### src/ilir_pkg.sv
// Shared constants, types and stream field layout for the indexed list core.
`default_nettype none
package ilir_pkg;

	localparam int DEPTH      = 256;
	localparam int DATA_WIDTH = 64;
	localparam int ADDR_W     = $clog2(DEPTH);
	localparam int CNT_W      = $clog2(DEPTH + 1);

	// Input request fields.
	localparam int CMD_W   = 3;
	localparam int IDX_W   = 10;
	localparam int END_W   = 9;
	localparam int VALUE_W = 64;
	localparam int CMD_LSB = 0;
	localparam int IDX_LSB = CMD_LSB + CMD_W;
	localparam int END_LSB = IDX_LSB + IDX_W;
	localparam int VAL_LSB = END_LSB + END_W;
	localparam int IN_BITS = VAL_LSB + VALUE_W;
	localparam int IN_TDATA_W = ((IN_BITS + 7) / 8) * 8;

	// Result fields.
	localparam int RD_W     = 64;
	localparam int LEN_W    = 9;
	localparam int ST_W     = 2;
	localparam int RD_LSB   = 0;
	localparam int LEN_LSB  = RD_LSB + RD_W;
	localparam int ST_LSB   = LEN_LSB + LEN_W;
	localparam int OUT_BITS = ST_LSB + ST_W;
	localparam int OUT_TDATA_W = ((OUT_BITS + 7) / 8) * 8;

	// Width for resolving a signed position against the length.
	localparam int RES_W = ((CNT_W > IDX_W) ? CNT_W : IDX_W) + 1;

	typedef enum logic [CMD_W-1:0] {
		CMD_READ      = 3'd0,
		CMD_WRITE     = 3'd1,
		CMD_APPEND    = 3'd2,
		CMD_INSERT    = 3'd3,
		CMD_REM_LAST  = 3'd4,
		CMD_REM_AT    = 3'd5,
		CMD_REM_RANGE = 3'd6
	} cmd_t;

	typedef enum logic [ST_W-1:0] {
		ST_OK    = 2'd0,
		ST_RANGE = 2'd1,
		ST_FULL  = 2'd2,
		ST_EMPTY = 2'd3
	} status_t;

	typedef struct packed {
		logic                  we;
		logic [ADDR_W-1:0]     waddr;
		logic [DATA_WIDTH-1:0] wdata;
		logic                  re;
		logic [ADDR_W-1:0]     raddr;
	} mem_req_t;

endpackage
`default_nettype wire

### src/ilir_ctrl.sv
// Command sequencer: decodes requests, walks shifts through the RAM and holds the result.
`default_nettype none
module ilir_ctrl (
	input  wire logic                             clk,
	input  wire logic                             arst_n,
	input  wire logic                             s_valid,
	output logic                                  s_ready,
	input  wire logic [ilir_pkg::IN_TDATA_W-1:0]  s_data,
	output logic                                  m_valid,
	input  wire logic                             m_ready,
	output logic      [ilir_pkg::OUT_TDATA_W-1:0] m_data,
	output ilir_pkg::mem_req_t                    mem_req,
	input  wire logic [ilir_pkg::DATA_WIDTH-1:0]  mem_rdata
);
	import ilir_pkg::*;

	typedef enum logic [2:0] {
		S_IDLE,
		S_RD,
		S_RDDAT,
		S_PUT,
		S_SHIFT,
		S_DRAIN,
		S_DONE
	} state_t;

	localparam logic signed [RES_W-1:0] ONE_X = RES_W'(1);

	state_t                 state_q;
	logic [CNT_W-1:0]       cnt_q;
	logic [ADDR_W-1:0]      addr_q;
	logic [ADDR_W-1:0]      ptr_q;
	logic [ADDR_W-1:0]      stop_q;
	logic [ADDR_W-1:0]      dist_q;
	logic                   up_q;
	logic                   put_after_q;
	logic [DATA_WIDTH-1:0]  val_q;
	logic [RD_W-1:0]        res_rd_q;
	status_t                res_st_q;
	logic                   wvld_s1;
	logic [ADDR_W-1:0]      waddr_s1;
	logic                   m_valid_q;
	logic [RD_W-1:0]        out_rd_q;
	logic [LEN_W-1:0]       out_len_q;
	status_t                out_st_q;

	cmd_t                   cmd;
	logic [IDX_W-1:0]       idx_raw;
	logic [END_W-1:0]       end_raw;
	logic signed [RES_W-1:0] cnt_x, p_x, q_x, p_res, q_res, p_nxt, q_nxt, span_x;
	logic                   p_in, q_in, p_ins, full, empty, accept;

	assign accept = s_valid && s_ready;
	assign s_ready = (state_q == S_IDLE);

	// Resolve the signed positions against the current length.
	always_comb begin
		cmd     = cmd_t'(s_data[CMD_LSB +: CMD_W]);
		idx_raw = s_data[IDX_LSB +: IDX_W];
		end_raw = s_data[END_LSB +: END_W];
		cnt_x   = signed'({{(RES_W-CNT_W){1'b0}}, cnt_q});
		p_x     = signed'({{(RES_W-IDX_W){idx_raw[IDX_W-1]}}, idx_raw});
		q_x     = signed'({{(RES_W-END_W){end_raw[END_W-1]}}, end_raw});
		p_res   = idx_raw[IDX_W-1] ? cnt_x + p_x : p_x;
		q_res   = end_raw[END_W-1] ? cnt_x + q_x : q_x;
		p_in    = !p_res[RES_W-1] && (p_res < cnt_x);
		q_in    = !q_res[RES_W-1] && (q_res < cnt_x);
		p_ins   = !p_res[RES_W-1] && (p_res <= cnt_x);
		p_nxt   = p_res + ONE_X;
		q_nxt   = q_res + ONE_X;
		span_x  = q_res - p_res + ONE_X;
		full    = (cnt_q == CNT_W'(DEPTH));
		empty   = (cnt_q == '0);
	end

	// RAM port: shift write-back takes priority; otherwise a single put.
	always_comb begin
		mem_req = '0;
		if (wvld_s1) begin
			mem_req.we    = 1'b1;
			mem_req.waddr = waddr_s1;
			mem_req.wdata = mem_rdata;
		end else if (state_q == S_PUT) begin
			mem_req.we    = 1'b1;
			mem_req.waddr = addr_q;
			mem_req.wdata = val_q;
		end
		if (state_q == S_SHIFT) begin
			mem_req.re    = 1'b1;
			mem_req.raddr = ptr_q;
		end else if (state_q == S_RD) begin
			mem_req.re    = 1'b1;
			mem_req.raddr = addr_q;
		end
	end

	always_ff @(posedge clk or negedge arst_n) begin
		if (!arst_n) begin
			state_q   <= S_IDLE;
			cnt_q     <= '0;
			wvld_s1   <= 1'b0;
			m_valid_q <= 1'b0;
		end else begin
			wvld_s1 <= (state_q == S_SHIFT);
			if (m_valid_q && m_ready) begin
				m_valid_q <= 1'b0;
			end
			case (state_q)
				S_IDLE: begin
					if (accept) begin
						val_q       <= s_data[VAL_LSB +: DATA_WIDTH];
						res_rd_q    <= '0;
						res_st_q    <= ST_OK;
						put_after_q <= 1'b0;
						addr_q      <= p_res[ADDR_W-1:0];
						state_q     <= S_DONE;
						case (cmd)
							CMD_READ: begin
								if (p_in) begin
									state_q <= S_RD;
								end else begin
									res_st_q <= ST_RANGE;
								end
							end
							CMD_WRITE: begin
								if (p_in) begin
									state_q <= S_PUT;
								end else begin
									res_st_q <= ST_RANGE;
								end
							end
							CMD_APPEND: begin
								if (full) begin
									res_st_q <= ST_FULL;
								end else begin
									addr_q  <= cnt_q[ADDR_W-1:0];
									cnt_q   <= cnt_q + 1'b1;
									state_q <= S_PUT;
								end
							end
							CMD_INSERT: begin
								if (full) begin
									res_st_q <= ST_FULL;
								end else if (!p_ins) begin
									res_st_q <= ST_RANGE;
								end else begin
									cnt_q <= cnt_q + 1'b1;
									if (p_res == cnt_x) begin
										state_q <= S_PUT;
									end else begin
										// Move entries up, last first, then drop the word in.
										ptr_q       <= ADDR_W'(cnt_q - 1'b1);
										stop_q      <= p_res[ADDR_W-1:0];
										up_q        <= 1'b0;
										dist_q      <= ADDR_W'(1);
										put_after_q <= 1'b1;
										state_q     <= S_SHIFT;
									end
								end
							end
							CMD_REM_LAST: begin
								if (empty) begin
									res_st_q <= ST_EMPTY;
								end else begin
									cnt_q <= cnt_q - 1'b1;
								end
							end
							CMD_REM_AT: begin
								if (empty) begin
									res_st_q <= ST_EMPTY;
								end else if (!p_in) begin
									res_st_q <= ST_RANGE;
								end else begin
									cnt_q <= cnt_q - 1'b1;
									if (p_nxt < cnt_x) begin
										ptr_q   <= p_nxt[ADDR_W-1:0];
										stop_q  <= ADDR_W'(cnt_q - 1'b1);
										up_q    <= 1'b1;
										dist_q  <= ADDR_W'(1);
										state_q <= S_SHIFT;
									end
								end
							end
							CMD_REM_RANGE: begin
								if (empty) begin
									res_st_q <= ST_EMPTY;
								end else if (!p_in || !q_in) begin
									res_st_q <= ST_RANGE;
								end else if (p_res <= q_res) begin
									cnt_q <= cnt_q - span_x[CNT_W-1:0];
									if (q_nxt < cnt_x) begin
										ptr_q   <= q_nxt[ADDR_W-1:0];
										stop_q  <= ADDR_W'(cnt_q - 1'b1);
										up_q    <= 1'b1;
										dist_q  <= span_x[ADDR_W-1:0];
										state_q <= S_SHIFT;
									end
								end
							end
							default: begin
								res_st_q <= ST_OK;
							end
						endcase
					end
				end
				S_RD: begin
					state_q <= S_RDDAT;
				end
				S_RDDAT: begin
					res_rd_q <= RD_W'(mem_rdata);
					state_q  <= S_DONE;
				end
				S_PUT: begin
					state_q <= S_DONE;
				end
				S_SHIFT: begin
					waddr_s1 <= up_q ? ptr_q - dist_q : ptr_q + dist_q;
					if (ptr_q == stop_q) begin
						state_q <= S_DRAIN;
					end else begin
						ptr_q <= up_q ? ptr_q + 1'b1 : ptr_q - 1'b1;
					end
				end
				S_DRAIN: begin
					state_q <= put_after_q ? S_PUT : S_DONE;
				end
				S_DONE: begin
					if (!m_valid_q || m_ready) begin
						m_valid_q <= 1'b1;
						out_rd_q  <= res_rd_q;
						out_len_q <= LEN_W'(cnt_q);
						out_st_q  <= res_st_q;
						state_q   <= S_IDLE;
					end
				end
				default: begin
					state_q <= S_IDLE;
				end
			endcase
		end
	end

	assign m_valid = m_valid_q;
	assign m_data  = {{(OUT_TDATA_W-OUT_BITS){1'b0}}, out_st_q, out_len_q, out_rd_q};

endmodule
`default_nettype wire

### config.mk
export PLATFORM = sky130hd
export DESIGN_NAME = ilir_ctrl
export DESIGN_NICKNAME = d
export VERILOG_FILES = /design/src/ilir_pkg.sv /design/src/ilir_ctrl.sv
export SDC_FILE = /design/constraint.sdc
export NUM_CORES = 1
export LEC_CHECK = 0
export BUFFER_PORTS_ARGS = -buffer_cell sky130_fd_sc_hd__buf_2
export CAP_MARGIN = 20
export CORE_MARGIN = 2
export CORE_UTILIZATION = 42
export DETAILED_ROUTE_END_ITERATION = 7
export GPL_TIMING_DRIVEN = 0
export SLEW_MARGIN = 25
export SYNTH_ARGS = -nofsm -noshare
export SYNTH_HDL_FRONTEND = slang
export SYNTH_SLANG_ARGS = --single-unit
### constraint.sdc
create_clock -name clk -period 14.8 [get_ports clk]
set_clock_uncertainty 0.1 [all_clocks]
set_input_delay 2.22 -clock clk [delete_from_list [all_inputs] [get_ports clk]]
set_output_delay 2.22 -clock clk [all_outputs]
set_load 0.03 [all_outputs]
== After elaboration in Yosys (flattened, before gate mapping) ==
Index checks and enable logic that the tools add are counted.
Widths: inputs -> output; s select.

* Shift-type cells: 0
* $add $sub $neg: 13
* $mul: 0
* Magnitude comparators: 6
* Divide/modulo/power cells: 0
* Reduce and logical (&&, ||, !) cells: 30
* Equality and inequality tests: 42
* Multiplexer cells: 101
* Bitwise operators: 2

{| class="wikitable"
|+ Operators by type and width
! operator !! number
|-
| $mux 8 || 36
|-
| $mux 73 || 2
|-
| $pmux 64 s2 || 1
|-
| $mux 9 || 11
|-
| $pmux 8 s3 || 3
|-
| $mux 64 || 1
|-
| $pmux 9 s5 || 1
|-
| $lt 11x10->1 || 4
|-
| $pmux 3 s6 || 2
|-
| $mux 3 || 10
|-
| $ne 3x3->1 const B || 10
|-
| $ne 2x2->1 const B || 14
|-
| $mux 2 || 12
|-
| $add 11x2->11 const B || 2
|-
| $mux 11 || 2
|-
| $eq 3x3->1 const B || 6
|-
| $sub 9x9->9 || 2
|-
| $mux 1 || 17
|-
| $pmux 8 s2 || 1
|-
| $reduce_and 15->1 || 1
|-
| $reduce_and 14->1 || 1
|-
| $eq 3x2->1 const B || 4
|-
| $pmux 2 s6 || 1
|-
| $reduce_and 12->1 || 1
|-
| 31 further kinds || 49
|}

* Bits in registers: 261
* Input port bits: 156
* Memory bits (read-only): 0
* Output and inout bits: 164
* Bits in latches: 0
* Memories: 0
* Word-level logic and storage cells: 211
* RAM bits: 0

== Logic depth before layout (Yosys ltp) ==
* Depth in word-level cells: 11
* Mapped depth: 22
* Mapped depth without buffers: 22

== Least setup slack after synthesis ==
Ideal clock, no wire load.

* Path type: input-to-reg
* From: in s_data[3] (netlist bit)
* To: reg dist_q[0] (enable)
* Arrival: 7.506 ns
* Library setup time: 0.435 ns
* Stages on the path: 17
* Path buffers: 1
* Slack: 6.759 ns
* Required time: 14.265 ns
* Cell sequence: ha_1 > fa_1 > a211o_1 > o211a_2 > or3_1 > nand3_1 > ha_1 > a2111oi_0 > o21a_1 > ha_1 > clkbuf_1 > nor3b_1 > a32o_1 > a211oi_1 > o31ai_4 > nand3_1 > nor4_1

* Cells in the longest elaborated chain, start to end: 8
* Elaborated cells between the ends (all ways): 20
* Those cells by class: 2 x add/sub; 4 x order compare; 7 x eq/ne; 1 x mux; 6 x reduce/logical

{| class="wikitable"
|+ RTL lines
! what !! RTL line !! text
|-
| start: declaration || ilir_ctrl.sv:8 || <nowiki>input wire logic [ilir_pkg::IN_TDATA_W-1:0] s_data,</nowiki>
|-
| $add 10x10->11 || ilir_ctrl.sv:64 || <nowiki>p_res = idx_raw[IDX_W-1] ? cnt_x + p_x : p_x;</nowiki>
|-
| $mux 11 * || ilir_ctrl.sv:64 ||
|-
| parallel branches: the longest is 5 deep, another holds $add 11x2->11 || -- ||
|-
| $reduce_and 14->1 (no line) * || -- ||
|-
| end signal: assignment || ilir_ctrl.sv:195 || <nowiki>dist_q <= span_x[ADDR_W-1:0];</nowiki>
|-
| end: declaration || ilir_ctrl.sv:34 || <nowiki>logic [ADDR_W-1:0] dist_q;</nowiki>
|}

Mark *: on every way between the ends.
A chain may end at the register's enable or synchronous reset.

== Final worst setup path ==
* From: in s_data[3] (netlist bit)
* To: reg dist_q[3] (enable)

The elaborated chain is that of the path after synthesis.

==> flow_summary.toml <==
[power]
total_power_uw = 2880
leakagePower_uw = 0.00713
p_per_area_nw_per_um2 = 162
ir_drop_v = 0.000110

[timing]
worst_slew_pin_slew_ns = 0.904
fmax_mhz = 125
hold_viol_final = 0
period_needed_ns = 7.98
slew_violations = 0
rsz0062_at_grt = "false"
finalSetupViolations = 0
final.setup.tns_ns = 0
relSlewSlack_pct = 39.5
finalCritPeriodShare_pct = 53.9

[drt]
vias = 11400
ant_nets = 0
first_iter_violations = 918
wl_per_cell_um = 21.8
via_per_inst = 5.57
wirelength_um = 44900
drt_first_pass_iters = 5
post-route-drc-count = 0

[synthesis]
ys.flop_type = "edfxtp_1"
synthDistinctLibCells = 87
async_flop_share_pct = 5.36
synth_edf_count = 247
syn-instance-count = 1226
ys_ff_latch = 261
synth_area_um2 = 14500
yosysSeqAreaShare_pct = 53.4
yosys_warnings = 0
synth.avg_cell_area_um2 = 11.9

[cts]
cts-root-buf = "clkbuf_16"
cts_hold_buf = 0
cts_buffers = 29
cts.path.max_buffers = 3
clock-sinks = 261
cts_tree = "yes"
clk_pin_slew_ns = 0.06
ctsResizeCount = 0
htree_levels = 1
postCtsSetupBuffers = 0
clkLatencyLatePin_ns = 0.58

[floorplan]
io_pins = 320
die_h_um = 190
die_area_um2 = 36100
die_width_um = 190
rows = 68
start_util_pct = 42.4
fp.coreArea_um2 = 34300

[finish]
drive_gt1_share_pct = 25.2
final_area_um2 = 17700
nets = 1843
syn_to_final_growth_pct = 21.9
final_cell_mix = "buf_2, edfxtp_1, ha_1"
final_common_cell = "buf_2"

[worst_setup_path]
endpoint_kind = "register"
worstPathArrival_ns = 8.13
crit_fanout = 8
criticalPathCategory = "input pin to register"
cp-startpoint = "s_data[3]"
required_ns = 14.95
cp-start-kind = "input pin"
r2r-start = "cnt_q[1]"

[place]
globalplace.congestion = 0.976
postPlaceCellArea_um2 = 16800
port_buffers = 310
hpwlAfterDp_um = 35000

[grt]
grt_pass1_wl_um = 65600
antenna_found_initial = 4
grt_pass1_vias = 10900
grt.overflow.total = 0
grt_max_degree = 46
grtUsageTotal_pct = 24.2

[min_path]
hold_path.class = "register to register"
hp-start = "res_rd_q[59]"

[status]
outcome = "complete, no violations"

[flow_run]
drv_cap = 0
[metrics by stage]
step                      util [%]  std cells  setup slack, ns  hold WS (ns)
after floorplan                  -       1230             6.76         0.300
after global placement        48.6       1995             4.91         0.300
after detailed placement      49.1       2002             6.34         0.305
after CTS                     51.7       2054             6.90         0.316
after global routing          51.7       2056             6.47         0.321
final                         51.7       2057             6.82         0.313
[layer usage]
layer  wire length, um  track usage, %
met1             18300            31.2
met2             21600            41.2
met3              3480            3.93
met4              1450            8.32
met5                27               0
[state kept, by name (all words and copies together), names as in the netlist]
name / flops
addr_q: 8
cnt_q: 9
dist_q: 8
m_valid: 1
out_len_q: 9
out_rd_q: 64
out_st_q: 2
ptr_q: 8
put_after_q: 1
res_rd_q: 64
res_st_q: 2
state_q: 3
stop_q: 8
up_q: 1
val_q: 64
waddr_s1: 8
wvld_s1: 1
[final timing paths]
check / endpoint / slack [ns] / depth (start not counted)
worst max-delay path: dist_q[3] / 6.82 / 23
worst min-delay path: out_rd_q[59] / 0.31 / 0
worst max register to register: dist_q[3] / 7.84 / 20
worst min register to register: out_rd_q[59] / 0.31 / 0
max in group asynchronous: cnt_q[6] / 12.71 / 1
min in group asynchronous: cnt_q[2] / 1.51 / 1
[power breakdown]
part           switching (uW)  internal [uW]  total [uW]
combinational             760            423        1180
clock                     299            382         681
sequential               80.1            932        1010
[synthesized netlist by cell type, types with 5 or more instances]
library cell	number	area [um^2]
inv_1	57	214
a21oi_1	57	285
nor2_1	78	293
a31oi_1	15	93.8
or3_1	9	56.3
clkbuf_1	47	176
ha_1	103	1290
xnor2_1	36	315
nor2b_1	17	106
xor2_1	26	228
nand4_1	7	43.8
a22oi_1	12	90.1
a22o_1	73	639
a211oi_1	14	105
a211o_1	8	70.1
nor4_1	9	56.3
o211ai_1	8	60.1
o21bai_1	6	45.0
dfrtp_1	14	350
nor3_1	27	135
and3_1	7	43.8
buf_4	7	52.6
fa_1	6	120
edfxtp_1	247	7420
and2_1	72	450
nand2_1	61	229
o21a_1	9	67.6
o21ai_0	35	175
nor3b_1	7	52.6
o22ai_1	5	31.3
nand3_1	18	90.1
nand2b_1	17	106
o211a_1	5	50.1
a21o_1	12	90.1
[layout make-up]
type                       count  area [um^2]
fill                        3079        16600
sequential                   261         7770
multi-input combinational    851         6350
timing repair buffer         317         1680
clock buffer                  38          759
tap                          455          569
buffer                        57          243
inverter                      61          229
clock inverter                14          120
antenna                        3         7.51
[logic make-up after synthesis]
| logic type | count (synthesis) | synth area share (%) |
|---|---|---|
| AO/OA/AOI/OAI | 313 | 16.2 |
| AND/OR/NAND/NOR | 353 | 13.0 |
| other | 1 | 0.0258 |
| buffers and inverters | 118 | 3.24 |
| multiplexers | 9 | 0.689 |
| XOR/XNOR | 62 | 3.74 |
| flip-flops | 261 | 53.4 |
| adder cells (fa/ha/maj) | 109 | 9.69 |
[critical path, stage by stage]
cell       delay [ns]
buf_2            0.12
ha_1             0.23
fa_1             0.43
a21o_1           0.20
a211o_1          0.32
a31oi_4          0.41
inv_1            0.25
ha_1             0.37
o21a_1           0.11
o21ai_0          0.14
nand2b_1         0.08
a21oi_1          0.13
o21a_1           0.14
ha_1             0.13
clkbuf_1         0.44
o2111ai_1        0.23
a31oi_1          0.31
a211oi_1         0.16
o31ai_4          0.37
nand3_1          0.21
nor4_2           0.57
buf_2            0.32
buf_2            0.22
(Power assumes the default switching activity.)
